===== config.mk =====
export PLATFORM = sky130hd
export DESIGN_NAME = channel_blend_modes
export DESIGN_NICKNAME = d
export VERILOG_FILES = /design/src/design/cbm_pkg.sv /design/src/design/cbm_front.sv /design/src/design/cbm_queue.sv /design/src/design/cbm_back.sv /design/src/design/channel_blend_modes.sv
export SDC_FILE = /design/constraint.sdc
export NUM_CORES = 2
export LEC_CHECK = 0
export ABC_CLOCK_PERIOD_IN_PS = 16030
export BUFFER_PORTS_ARGS = -buffer_cell sky130_fd_sc_hd__buf_4
export CAP_MARGIN = 20
export CORE_MARGIN = 1
export CORE_UTILIZATION = 65
export DETAILED_ROUTE_END_ITERATION = 6
export PLACE_DENSITY_LB_ADDON = 0.15
export SLEW_MARGIN = 20
export SYNTH_ARGS = -nofsm -noshare
export SYNTH_HDL_FRONTEND = slang
export SYNTH_SLANG_ARGS = --single-unit

===== constraint.sdc =====
create_clock -name aclk -period 16.03 [get_ports aclk]
set_clock_uncertainty 0.1 [all_clocks]
set_input_delay 0 -clock aclk [delete_from_list [all_inputs] [get_ports aclk]]
set_output_delay 0 -clock aclk [all_outputs]
set_load 0.005 [all_outputs]

===== src/design/cbm_pkg.sv =====
// ----------------------------------------------------------------------------
// cbm_pkg
// types, codes and helpers of the channel blend block
// ----------------------------------------------------------------------------
package cbm_pkg;

    localparam int CFG_IDX_W   = 8;
    localparam int QUEUE_DEPTH = 4;
    localparam int QUEUE_PTR_W = $clog2(QUEUE_DEPTH);

    localparam logic [CFG_IDX_W-1:0] CFG_BLEND_MODE = CFG_IDX_W'(0);
    localparam logic [CFG_IDX_W-1:0] CFG_MIX_FACTOR = CFG_IDX_W'(1);

    localparam logic [7:0] MAX_LEVEL  = 8'd255;
    localparam logic [7:0] HALF_LEVEL = 8'd127;
    localparam logic [7:0] MIX_RESET  = 8'd255;

    typedef enum logic [3:0] {
        MODE_NORMAL     = 4'd0,
        MODE_DARKEN     = 4'd1,
        MODE_LIGHTEN    = 4'd2,
        MODE_MULTIPLY   = 4'd3,
        MODE_SCREEN     = 4'd4,
        MODE_OVERLAY    = 4'd5,
        MODE_HARDLIGHT  = 4'd6,
        MODE_SOFTLIGHT  = 4'd7,
        MODE_DIFFERENCE = 4'd8,
        MODE_DODGE      = 4'd9,
        MODE_BURN       = 4'd10
    } blend_mode_t;

    // classified item between front and back
    typedef struct packed {
        logic [7:0] a;
        logic [7:0] b;
        logic [7:0] div_x;
        logic [7:0] div_d;
        logic       div_big;
    } front_item_t;

    // product and divider stages of the back
    typedef struct packed {
        logic [7:0] a;
        logic [7:0] b;
        logic [7:0] ab;
        logic [7:0] inv;
        logic [7:0] aa;
        logic [7:0] aab;
        logic [7:0] div_d;
        logic       div_big;
        logic [7:0] rem;
        logic [7:0] quo;
    } back_work_t;

    // one restoring divide step: {quotient bit, new remainder}
    function automatic logic [8:0] div_step(logic [7:0] rem, logic [7:0] d);
        logic [8:0] t;
        logic [8:0] diff;
        t    = {rem, 1'b0};
        diff = t - {1'b0, d};
        if (t >= {1'b0, d}) begin
            return {1'b1, diff[7:0]};
        end
        return {1'b0, t[7:0]};
    endfunction

endpackage


===== src/design/cbm_front.sv =====
// ----------------------------------------------------------------------------
// cbm_front
// input stage: takes an item and sets up the divider operands for the mode
// ----------------------------------------------------------------------------
module cbm_front
    import cbm_pkg::*;
(
    input  logic         aclk,
    input  logic         aresetn,
    input  blend_mode_t  blend_mode,
    input  logic         in_valid,
    output logic         in_ready,
    input  logic [7:0]   in_a,
    input  logic [7:0]   in_b,
    output logic         out_valid,
    input  logic         out_ready,
    output front_item_t  out_item
);

    logic        vld_reg;
    logic        vld_next;
    front_item_t item_reg;
    front_item_t item_next;
    logic        take;

    assign in_ready  = !vld_reg || out_ready;
    assign take      = in_valid && in_ready;
    assign out_valid = vld_reg;
    assign out_item  = item_reg;

    always_comb begin
        item_next.a = in_a;
        item_next.b = in_b;
        unique case (blend_mode)
            MODE_DODGE: begin
                item_next.div_x = in_a;
                item_next.div_d = ~in_b;
            end
            MODE_BURN: begin
                item_next.div_x = ~in_a;
                item_next.div_d = in_b;
            end
            default: begin
                item_next.div_x = 8'd0;
                item_next.div_d = 8'd1;
            end
        endcase
        // quotient would reach 256: result clamps, zero divisor included
        item_next.div_big = (item_next.div_x >= item_next.div_d);
    end

    always_comb begin
        if (take) begin
            vld_next = 1'b1;
        end else if (out_ready) begin
            vld_next = 1'b0;
        end else begin
            vld_next = vld_reg;
        end
    end

    always_ff @(posedge aclk) begin
        if (!aresetn) begin
            vld_reg <= 1'b0;
        end else begin
            vld_reg <= vld_next;
        end
    end

    always_ff @(posedge aclk) begin
        if (take) begin
            item_reg <= item_next;
        end
    end

endmodule


===== src/design/cbm_queue.sv =====
// ----------------------------------------------------------------------------
// cbm_queue
// short fifo between front and back
// ----------------------------------------------------------------------------
module cbm_queue
    import cbm_pkg::*;
(
    input  logic        aclk,
    input  logic        aresetn,
    input  logic        in_valid,
    output logic        in_ready,
    input  front_item_t in_item,
    output logic        out_valid,
    input  logic        out_ready,
    output front_item_t out_item
);

    front_item_t            mem_reg [QUEUE_DEPTH];
    logic [QUEUE_PTR_W-1:0] wr_ptr_reg;
    logic [QUEUE_PTR_W-1:0] wr_ptr_next;
    logic [QUEUE_PTR_W-1:0] rd_ptr_reg;
    logic [QUEUE_PTR_W-1:0] rd_ptr_next;
    logic [QUEUE_PTR_W:0]   count_reg;
    logic [QUEUE_PTR_W:0]   count_next;
    logic                   push;
    logic                   pop;

    assign in_ready  = (count_reg != (QUEUE_PTR_W+1)'(QUEUE_DEPTH));
    assign out_valid = (count_reg != '0);
    assign out_item  = mem_reg[rd_ptr_reg];
    assign push      = in_valid && in_ready;
    assign pop       = out_valid && out_ready;

    always_comb begin
        wr_ptr_next = push ? wr_ptr_reg + 1'b1 : wr_ptr_reg;
        rd_ptr_next = pop ? rd_ptr_reg + 1'b1 : rd_ptr_reg;
        unique case ({push, pop})
            2'b10:   count_next = count_reg + 1'b1;
            2'b01:   count_next = count_reg - 1'b1;
            default: count_next = count_reg;
        endcase
    end

    always_ff @(posedge aclk) begin
        if (!aresetn) begin
            wr_ptr_reg <= '0;
            rd_ptr_reg <= '0;
            count_reg  <= '0;
        end else begin
            wr_ptr_reg <= wr_ptr_next;
            rd_ptr_reg <= rd_ptr_next;
            count_reg  <= count_next;
        end
    end

    always_ff @(posedge aclk) begin
        if (push) begin
            mem_reg[wr_ptr_reg] <= in_item;
        end
    end

endmodule


===== src/design/cbm_back.sv =====
// ----------------------------------------------------------------------------
// cbm_back
// execution pipeline: products, pipelined divider, mode select, mix and clamp
// ----------------------------------------------------------------------------
module cbm_back
    import cbm_pkg::*;
(
    input  logic        aclk,
    input  logic        aresetn,
    input  blend_mode_t blend_mode,
    input  logic [7:0]  mix_factor,
    input  logic        in_valid,
    output logic        in_ready,
    input  front_item_t in_item,
    output logic        out_valid,
    input  logic        out_ready,
    output logic [7:0]  out_value
);

    logic [7:1] vld_reg;
    logic [7:1] vld_next;
    logic [7:1] feed;
    logic [8:1] adv;

    back_work_t work_reg [1:5];
    back_work_t work_next [1:5];

    logic signed [19:0] prod_r_reg;
    logic signed [19:0] prod_r_next;
    logic [15:0]        prod_a_reg;
    logic [15:0]        prod_a_next;
    logic [7:0]         out_reg;
    logic [7:0]         out_next;

    logic [15:0]        p_ab;
    logic [15:0]        p_inv;
    logic [15:0]        p_aa;
    logic [15:0]        p_aab;
    logic [10:0]        r_mode;
    logic signed [8:0]  f_s;
    logic [7:0]         inv_mix;
    logic [7:0]         diff;
    logic signed [19:0] sum;

    // stall chain: a stage loads when empty or when the next one moves
    always_comb begin
        adv[8] = out_ready;
        for (int k = 7; k >= 1; k--) begin
            adv[k] = !vld_reg[k] || adv[k+1];
        end
        feed = {vld_reg[6:1], in_valid};
        for (int k = 1; k <= 7; k++) begin
            vld_next[k] = adv[k] ? feed[k] : vld_reg[k];
        end
    end

    assign in_ready  = adv[1];
    assign out_valid = vld_reg[7];
    assign out_value = out_reg;

    // stage 1: first products, divider setup
    // stages 2 to 5: two quotient bits each, second product in stage 2
    always_comb begin
        logic [8:0] s0;
        logic [8:0] s1;
        p_ab  = {8'd0, in_item.a} * {8'd0, in_item.b};
        p_inv = {8'd0, ~in_item.a} * {8'd0, ~in_item.b};
        p_aa  = {8'd0, in_item.a} * {8'd0, in_item.a};
        work_next[1].a       = in_item.a;
        work_next[1].b       = in_item.b;
        work_next[1].ab      = p_ab[15:8];
        work_next[1].inv     = p_inv[15:8];
        work_next[1].aa      = p_aa[15:8];
        work_next[1].aab     = 8'd0;
        work_next[1].div_d   = in_item.div_d;
        work_next[1].div_big = in_item.div_big;
        work_next[1].rem     = in_item.div_x;
        work_next[1].quo     = 8'd0;
        for (int k = 2; k <= 5; k++) begin
            work_next[k] = work_reg[k-1];
            s0 = div_step(work_reg[k-1].rem, work_reg[k-1].div_d);
            s1 = div_step(s0[7:0], work_reg[k-1].div_d);
            work_next[k].rem = s1[7:0];
            work_next[k].quo = {work_reg[k-1].quo[5:0], s0[8], s1[8]};
        end
        p_aab = {8'd0, work_reg[1].a} * {8'd0, work_reg[1].ab};
        work_next[2].aab = p_aab[15:8];
    end

    // stage 6: mode result and mix products
    always_comb begin
        back_work_t w;
        w = work_reg[5];
        diff = (w.a > w.b) ? (w.a - w.b) : (w.b - w.a);
        unique case (blend_mode)
            MODE_NORMAL:     r_mode = {3'd0, w.b};
            MODE_DARKEN:     r_mode = {3'd0, (w.a < w.b) ? w.a : w.b};
            MODE_LIGHTEN:    r_mode = {3'd0, (w.a > w.b) ? w.a : w.b};
            MODE_MULTIPLY:   r_mode = {3'd0, w.ab};
            MODE_SCREEN:     r_mode = {3'd0, MAX_LEVEL - w.inv};
            MODE_OVERLAY:    r_mode = (w.a < HALF_LEVEL) ? {2'd0, w.ab, 1'b0}
                                    : {3'd0, MAX_LEVEL} - {2'd0, w.inv, 1'b0};
            MODE_HARDLIGHT:  r_mode = (w.b < HALF_LEVEL) ? {2'd0, w.ab, 1'b0}
                                    : {3'd0, MAX_LEVEL} - {2'd0, w.inv, 1'b0};
            MODE_SOFTLIGHT:  r_mode = {2'd0, w.ab, 1'b0} + {3'd0, w.aa}
                                    - {2'd0, w.aab, 1'b0};
            MODE_DIFFERENCE: r_mode = {3'd0, diff};
            MODE_DODGE:      r_mode = {3'd0, w.div_big ? MAX_LEVEL : w.quo};
            MODE_BURN:       r_mode = {3'd0, w.div_big ? 8'd0 : ~w.quo};
            default:         r_mode = 11'd0;
        endcase
        f_s         = $signed({1'b0, mix_factor});
        inv_mix     = ~mix_factor;
        prod_r_next = 20'($signed(r_mode)) * 20'(f_s);
        prod_a_next = {8'd0, inv_mix} * {8'd0, w.a};
    end

    // stage 7: sum, floor by 256, saturate
    always_comb begin
        sum = prod_r_reg + $signed({4'd0, prod_a_reg});
        if (sum[19]) begin
            out_next = 8'd0;
        end else if (|sum[18:16]) begin
            out_next = MAX_LEVEL;
        end else begin
            out_next = sum[15:8];
        end
    end

    always_ff @(posedge aclk) begin
        if (!aresetn) begin
            vld_reg <= '0;
        end else begin
            vld_reg <= vld_next;
        end
    end

    always_ff @(posedge aclk) begin
        for (int k = 1; k <= 5; k++) begin
            if (adv[k]) begin
                work_reg[k] <= work_next[k];
            end
        end
        if (adv[6]) begin
            prod_r_reg <= prod_r_next;
            prod_a_reg <= prod_a_next;
        end
        if (adv[7]) begin
            out_reg <= out_next;
        end
    end

endmodule


===== src/design/channel_blend_modes.sv =====
// ----------------------------------------------------------------------------
// channel_blend_modes
// blends a base and a layer channel value by one of eleven rules, then mixes
// the rule result with the base value by a configured factor
// ----------------------------------------------------------------------------
// channel  dir  handshake          payload
// s_       in   s_tvalid/s_tready  s_tdata[15:0]: base_value, layer_value
// m_       out  m_tvalid/m_tready  m_tdata[7:0]:  blended_value
// cfg_     in   cfg_valid/cfg_ready cfg_index, cfg_data
//
// one item per cycle while m_tready is high; path: front register, queue, 7-stage back
// the back's divider resolves two quotient bits per stage over four stages
// reset is synchronous on aresetn; mode resets to normal, mix to 255
// a stalled m_ side holds its item, fills the back, then the 4-entry queue,
// then the front drops s_tready
// cfg_ready is always high
// ----------------------------------------------------------------------------
module channel_blend_modes
    import cbm_pkg::*;
(
    input  logic                 aclk,
    input  logic                 aresetn,
    input  logic                 s_tvalid,
    output logic                 s_tready,
    input  logic [15:0]          s_tdata,   // base_value, layer_value
    output logic                 m_tvalid,
    input  logic                 m_tready,
    output logic [7:0]           m_tdata,   // blended_value
    input  logic                 cfg_valid,
    output logic                 cfg_ready,
    input  logic [CFG_IDX_W-1:0] cfg_index,
    input  logic [7:0]           cfg_data
);

    blend_mode_t blend_mode_reg;
    blend_mode_t blend_mode_next;
    logic [7:0]  mix_factor_reg;
    logic [7:0]  mix_factor_next;

    logic        f_valid;
    logic        f_ready;
    front_item_t f_item;
    logic        q_valid;
    logic        q_ready;
    front_item_t q_item;

    assign cfg_ready = 1'b1;

    always_comb begin
        blend_mode_next = blend_mode_reg;
        mix_factor_next = mix_factor_reg;
        if (cfg_valid) begin
            if (cfg_index == CFG_BLEND_MODE) begin
                blend_mode_next = blend_mode_t'(cfg_data[3:0]);
            end else if (cfg_index == CFG_MIX_FACTOR) begin
                mix_factor_next = cfg_data;
            end
        end
    end

    always_ff @(posedge aclk) begin
        if (!aresetn) begin
            blend_mode_reg <= MODE_NORMAL;
            mix_factor_reg <= MIX_RESET;
        end else begin
            blend_mode_reg <= blend_mode_next;
            mix_factor_reg <= mix_factor_next;
        end
    end

    cbm_front u_front (
        .aclk       (aclk),
        .aresetn    (aresetn),
        .blend_mode (blend_mode_reg),
        .in_valid   (s_tvalid),
        .in_ready   (s_tready),
        .in_a       (s_tdata[7:0]),
        .in_b       (s_tdata[15:8]),
        .out_valid  (f_valid),
        .out_ready  (f_ready),
        .out_item   (f_item)
    );

    cbm_queue u_queue (
        .aclk      (aclk),
        .aresetn   (aresetn),
        .in_valid  (f_valid),
        .in_ready  (f_ready),
        .in_item   (f_item),
        .out_valid (q_valid),
        .out_ready (q_ready),
        .out_item  (q_item)
    );

    cbm_back u_back (
        .aclk       (aclk),
        .aresetn    (aresetn),
        .blend_mode (blend_mode_reg),
        .mix_factor (mix_factor_reg),
        .in_valid   (q_valid),
        .in_ready   (q_ready),
        .in_item    (q_item),
        .out_valid  (m_tvalid),
        .out_ready  (m_tready),
        .out_value  (m_tdata)
    );

endmodule


* Word level (Yosys, flattened, before mapping) *
Memories as Yosys holds them, arrays and structs flattened. A register that Yosys moved wholly into a read port is not among the register bits.
Index checks and enable logic that the tools add are counted.
Widths: inputs -> output; s select.

storage, ports and cells
  flip-flop bits (word level) = 104
  memory bits (writable) = 497
  bits of input ports = 37
  output and inout port bits = 11
  word-level logic and storage cells = 160
  memories = 2

memories
  memory           depth  width  rd ports  clocked after Yosys merged registers in  write ports  RTL line         text
  u_back.work_reg  5      73     5         0                                        5            cbm_back.sv:25   back_work_t work_reg [1:5];
  u_queue.mem_reg  4      33     1         1                                        1            cbm_queue.sv:18  front_item_t mem_reg [QUEUE_DEPTH];

cells by class
  add/sub/neg operators = 19
  multiply operators = 6
  $lt $le $gt $ge = 13
  equality and inequality tests = 14
  mux-type cells = 51
  bitwise gates (word level) = 7
  reduce and logical (&&, ||, !) cells = 27

operator list
  operator              number
  $mux 9                16
  $pmux 11 s11          1
  $mul 8x8->16          5
  $sub 8x8->8           10
  $ge 9x8->1            8
  $mux 8                6
  $not 8->8             6
  $pmux 16 s2           1
  $mux 1                22
  $mux 11               2
  $add 20x17->20        1
  $mul 11x9->20         1
  $eq 4x3->1 const B    4
  $lt 8x7->1 const B    2
  $eq 4x4->1 const B    3
  $sub 11x9->11         1
  $add 9x8->10          1
  $sub 8x9->10 const A  1
  $eq 4x2->1 const B    2
  $eq 8x1->1 const B    1
  $ge 8x8->1            1
  $gt 8x8->1            1
  $logic_not 1->1       8
  $logic_not 8->1       1
  20 further kinds      32

* Longest topological paths before layout *
  depth in word-level cells = 11
  gate-level depth with buffers = 32
  depth with buffers taken out = 32

* Hierarchy *
A second synthesis with hierarchy kept.

second synthesis, totals
  cell total of the unflattened synthesis = 3001
  area total of the unflattened synthesis = 36505.0 sq um

modules (own cells, without submodules)
  module               times used  cells each  area an instance (sq um)  seq. area each (sq um)
  cbm_back             1           2613        29171.7                   11100.6
  cbm_queue            1           225         5301.3                    4144.0
  cbm_front            1           106         1471.4                    1011.0
  channel_blend_modes  1           57          560.5                     240.2

* Worst setup path before layout *
No wires, ideal clock.

  kind = flip-flop to flip-flop
  start point = register u_back.work_reg[0][430] (netlist name)
  end point = register u_back.prod_r_reg[19] (data pin)
  library setup time = 259 ps
  arrival time = 6817 ps
  data required time = 15671 ps
  path slack = 8854 ps
  cell stages (with the launch flop) = 30
  buffers on the path = 1
  period minus slack after synthesis = 7176 ps
  path through = edfxtp_1 inv_1 ha_1 inv_1 fa_1 a21o_1 a21oi_2 o211ai_2 buf_2 a221oi_1 a211oi_1 o31a_1 o31ai_2 nand2_1 fa_1 inv_1 fa_1 inv_1 fa_1 fa_1 inv_1 ha_1 o21a_1 a211oi_1 o2111ai_1 a31o_2 a21o_1 a21oi_1 a21oi_1 xnor2_1

RTL lines
  element                 RTL line         text
  end signal: assignment  cbm_back.sv:145  prod_r_reg <= prod_r_next;
  end: declaration        cbm_back.sv:28   logic signed [19:0] prod_r_reg;

==> flow_summary.toml <==
[worst_setup_path]
start_kind = "flop"
cpLargestDelayFamily = "compound AO/OA/AOI/OAI gates"
crit_buf_inv = 5
cp_max_fo = 13
arrival_ps = 8410
crit_required_ps = 16280
critPathCaptureType = "flop"
crit_type = "reg -> reg"
max_stage_delay_ps = 590
crit_path_top_delay_cell = "o31ai_2"

[global_routing]
grt_max_degree = 72
grt_pass1_wl_um = 133000
busiest_layer = "met2"
grt_overflow = 0
met1_usage = 0.383
gr-usage-all-layers = 0.299
use_met2 = 0.524
grt_pass1_vias = 25374
met3_usage = 0.0343
antenna_found_initial = 2

[yosys]
yosys.area.top_type_share = 0.432
syn_inst = 3187
yosys_warnings = 0
synth_area_leader_cell = "edfxtp_1"
ys_seq_area_frac = 0.447
syn_avg_cell_area_um2 = 11.6
synth_edf_count = 530
syn_area_um2 = 36900
synth_ff_type = "edfxtp_1"
synth-seq-cells = 559
syn-num-nets = 3790
synth_cell_types = 89
synth_area_leaders = "edfxtp_1 (43%), fa_1 (13%), ha_1 (11%)"
async_reset_ff_frac = 0

[drt]
drtIter0Drc = 1714
ant_nets = 0
drc = 0
viasPerCell = 5.93
wirelength_um = 82900
via_count = 24294
dr.pass1.iters = 5
avgRoutedWirePerCell_um = 20.2

[timing]
grt_setup_unrepaired = "false"
fmaxAchievable_mhz = 123
relSlewSlack = 0.341
post-route-period-util = 0.509
final-setup-viol-count = 0
final.setup.tns_ps = 0
finalMaxSlewViolations = 0
period_needed_ps = 8150
hold_viol = 0
worst_pin_slew_ps = 981

[worst_hold_path]
hold_class = "in -> reg"

[cells_and_area]
fin_nets = 3906
drive_above_1_share = 0.0830
nFillCells = 3763
syn2layout_area_growth_pct = 10.3
largest_reg_flops = 321

[place]
place_congestion = 0.950
dp_hpwl_um = 58800
portBuffers = 46

[clock_network]
cts_buffers = 56
ctsResizeCount = 0
cts_tree = "done"
clk_latency_ps = 640
cts-root-buf = "clkbuf_16"
clk_pin_slew_ps = 60
cts.htree.levels = 2
clock_path_buffers = 3
cts.sinks = 559

[floorplanning]
die_w_um = 240
die_area_um2 = 57700
coreArea_um2 = 55500
row_count = 86
die_h_um = 240
boundaryPins = 48
initial_core_util = 0.664

[job]
max_cap_viol_count = 0

[run_status]
status = "finished clean"
==> Yosys cell counts (11+ instances only) <==
| master | n |
|---|---|
| o21a_1 | 60 |
| nor3_1 | 44 |
| o2111ai_1 | 12 |
| a21boi_0 | 22 |
| inv_1 | 481 |
| nor2_1 | 235 |
| a21o_1 | 20 |
| clkbuf_1 | 60 |
| and3_1 | 15 |
| mux2i_1 | 35 |
| dfxtp_1 | 29 |
| mux2_2 | 43 |
| nand3_1 | 48 |
| o21ai_0 | 93 |
| xnor2_1 | 77 |
| nor2b_1 | 43 |
| ha_1 | 320 |
| mux4_2 | 18 |
| nand2_1 | 247 |
| o21ai_1 | 11 |
| fa_1 | 246 |
| o211ai_1 | 22 |
| nand4_1 | 16 |
| a21oi_1 | 81 |
| nand2b_1 | 48 |
| edfxtp_1 | 530 |
| a211oi_1 | 21 |
| o311ai_0 | 11 |
| xor2_1 | 25 |
| and2_1 | 82 |
==> layout make-up <==
class | instances | area, µm² | area share
Timing Repair Buffer | 136 | 1160 | 0.0285
Inverter | 490 | 1840 | 0.0453
Clock buffer | 60 | 1440 | 0.0354
Clock inverter | 43 | 533 | 0.0131
Sequential cell | 559 | 16500 | 0.406
Tap cell | 748 | 936 | 0.0230
Antenna cell | 2 | 5.00 | 0.000123
Multi-Input combinational cell | 2060 | 18200 | 0.449
==> routing by layer <==
metal  up-vias  wire (µm)
met4         0       2870
met5         -          0
met2       839      41800
met1     12060      34000
li1      11211          -
met3       184       4300
==> logic make-up (layout without fill, tap and decap cells) <==
family / Yosys count / count (layout) / synth area share
adder cells (fa/ha/maj): 566 / 566 / 0.242
AO/OA/AOI/OAI: 463 / 463 / 0.0871
buffers and inverters: 568 / 729 / 0.0584
XOR/XNOR: 102 / 102 / 0.0242
flip-flops: 559 / 559 / 0.447
AND/OR/NAND/NOR: 829 / 829 / 0.106
other: 1 / 3 / 0.000102
multiplexers: 99 / 99 / 0.0346
==> through the flow <==
stage / instances / util / instance area, µm² / hold slack [ps] / worst slack, ps
floorplan: 3187 / - / 36900 / -1.13 / 8850
global placement: 3938 / 0.687 / 38100 / 99.3 / 8100
detailed placement: 3938 / 0.687 / 38100 / 97.0 / 7910
global route: 4098 / 0.732 / 40600 / 16.7 / 7480
CTS: 4096 / 0.732 / 40600 / 2.46 / 7900
finish: 4098 / 0.732 / 40600 / 23.6 / 7880
==> worst reg2reg max path, delay by kind of cell, from the launching register on <==
kind,cells,cell delay [ps]
adders and majority gates,7,2920
buffers and inverters,5,430
DFF,1,480
and+or+nand+nor,1,170
AOI/OAI and AO/OA,14,3640
xor gates and xnor gates,1,150
==> layout by cell type, fill, tap and decap left out, types with 18 or more instances in the layout <==
cell type      count
edfxtp_1         530
inv_1            479
ha_1             320
fa_1             246
nand2_1          244
nor2_1           235
o21ai_0           92
and2_1            82
a21oi_1           81
buf_4             81
xnor2_1           77
o21a_1            60
clkbuf_16         57
dlygate4sd3_1     55
nand3_1           48
nand2b_1          48
nor3_1            44
nor2b_1           43
mux2_2            43
mux2i_1           35
dfxtp_1           27
xor2_1            25
o211ai_1          22
a21boi_0          22
a211oi_1          21
a21o_1            20
mux4_2            18
==> timing repair <==
item | 4_1_cts | 5_1_grt
buffers inserted | 0 | 0
endpoints found under the setup margin | 0 | 0
hold endpoints to repair | 72 | 0
hold buffers | 55 | 0
==> path summary, 6_finish.rpt <==
path | slack, ps | cells after the start | end | from
setup reg to reg | 7880 | 28 | u_back.prod_r_reg[19]$_DFFE_PP_ | u_back.work_reg[0][430]$_DFFE_PP_
hold reg to reg | 320 | 0 | u_back.work_reg[0][335]$_DFFE_PP_ | u_back.work_reg[0][262]$_DFFE_PP_
hold / removal | 20 | 2 | u_front.out_item[23]$_DFFE_PP_ | s_tdata[14]
setup / recovery | 7880 | 28 | u_back.prod_r_reg[19]$_DFFE_PP_ | u_back.work_reg[0][430]$_DFFE_PP_
Power is not shown: default switching activity piles up to over one toggle a cycle in this logic, so the estimate is an artifact.
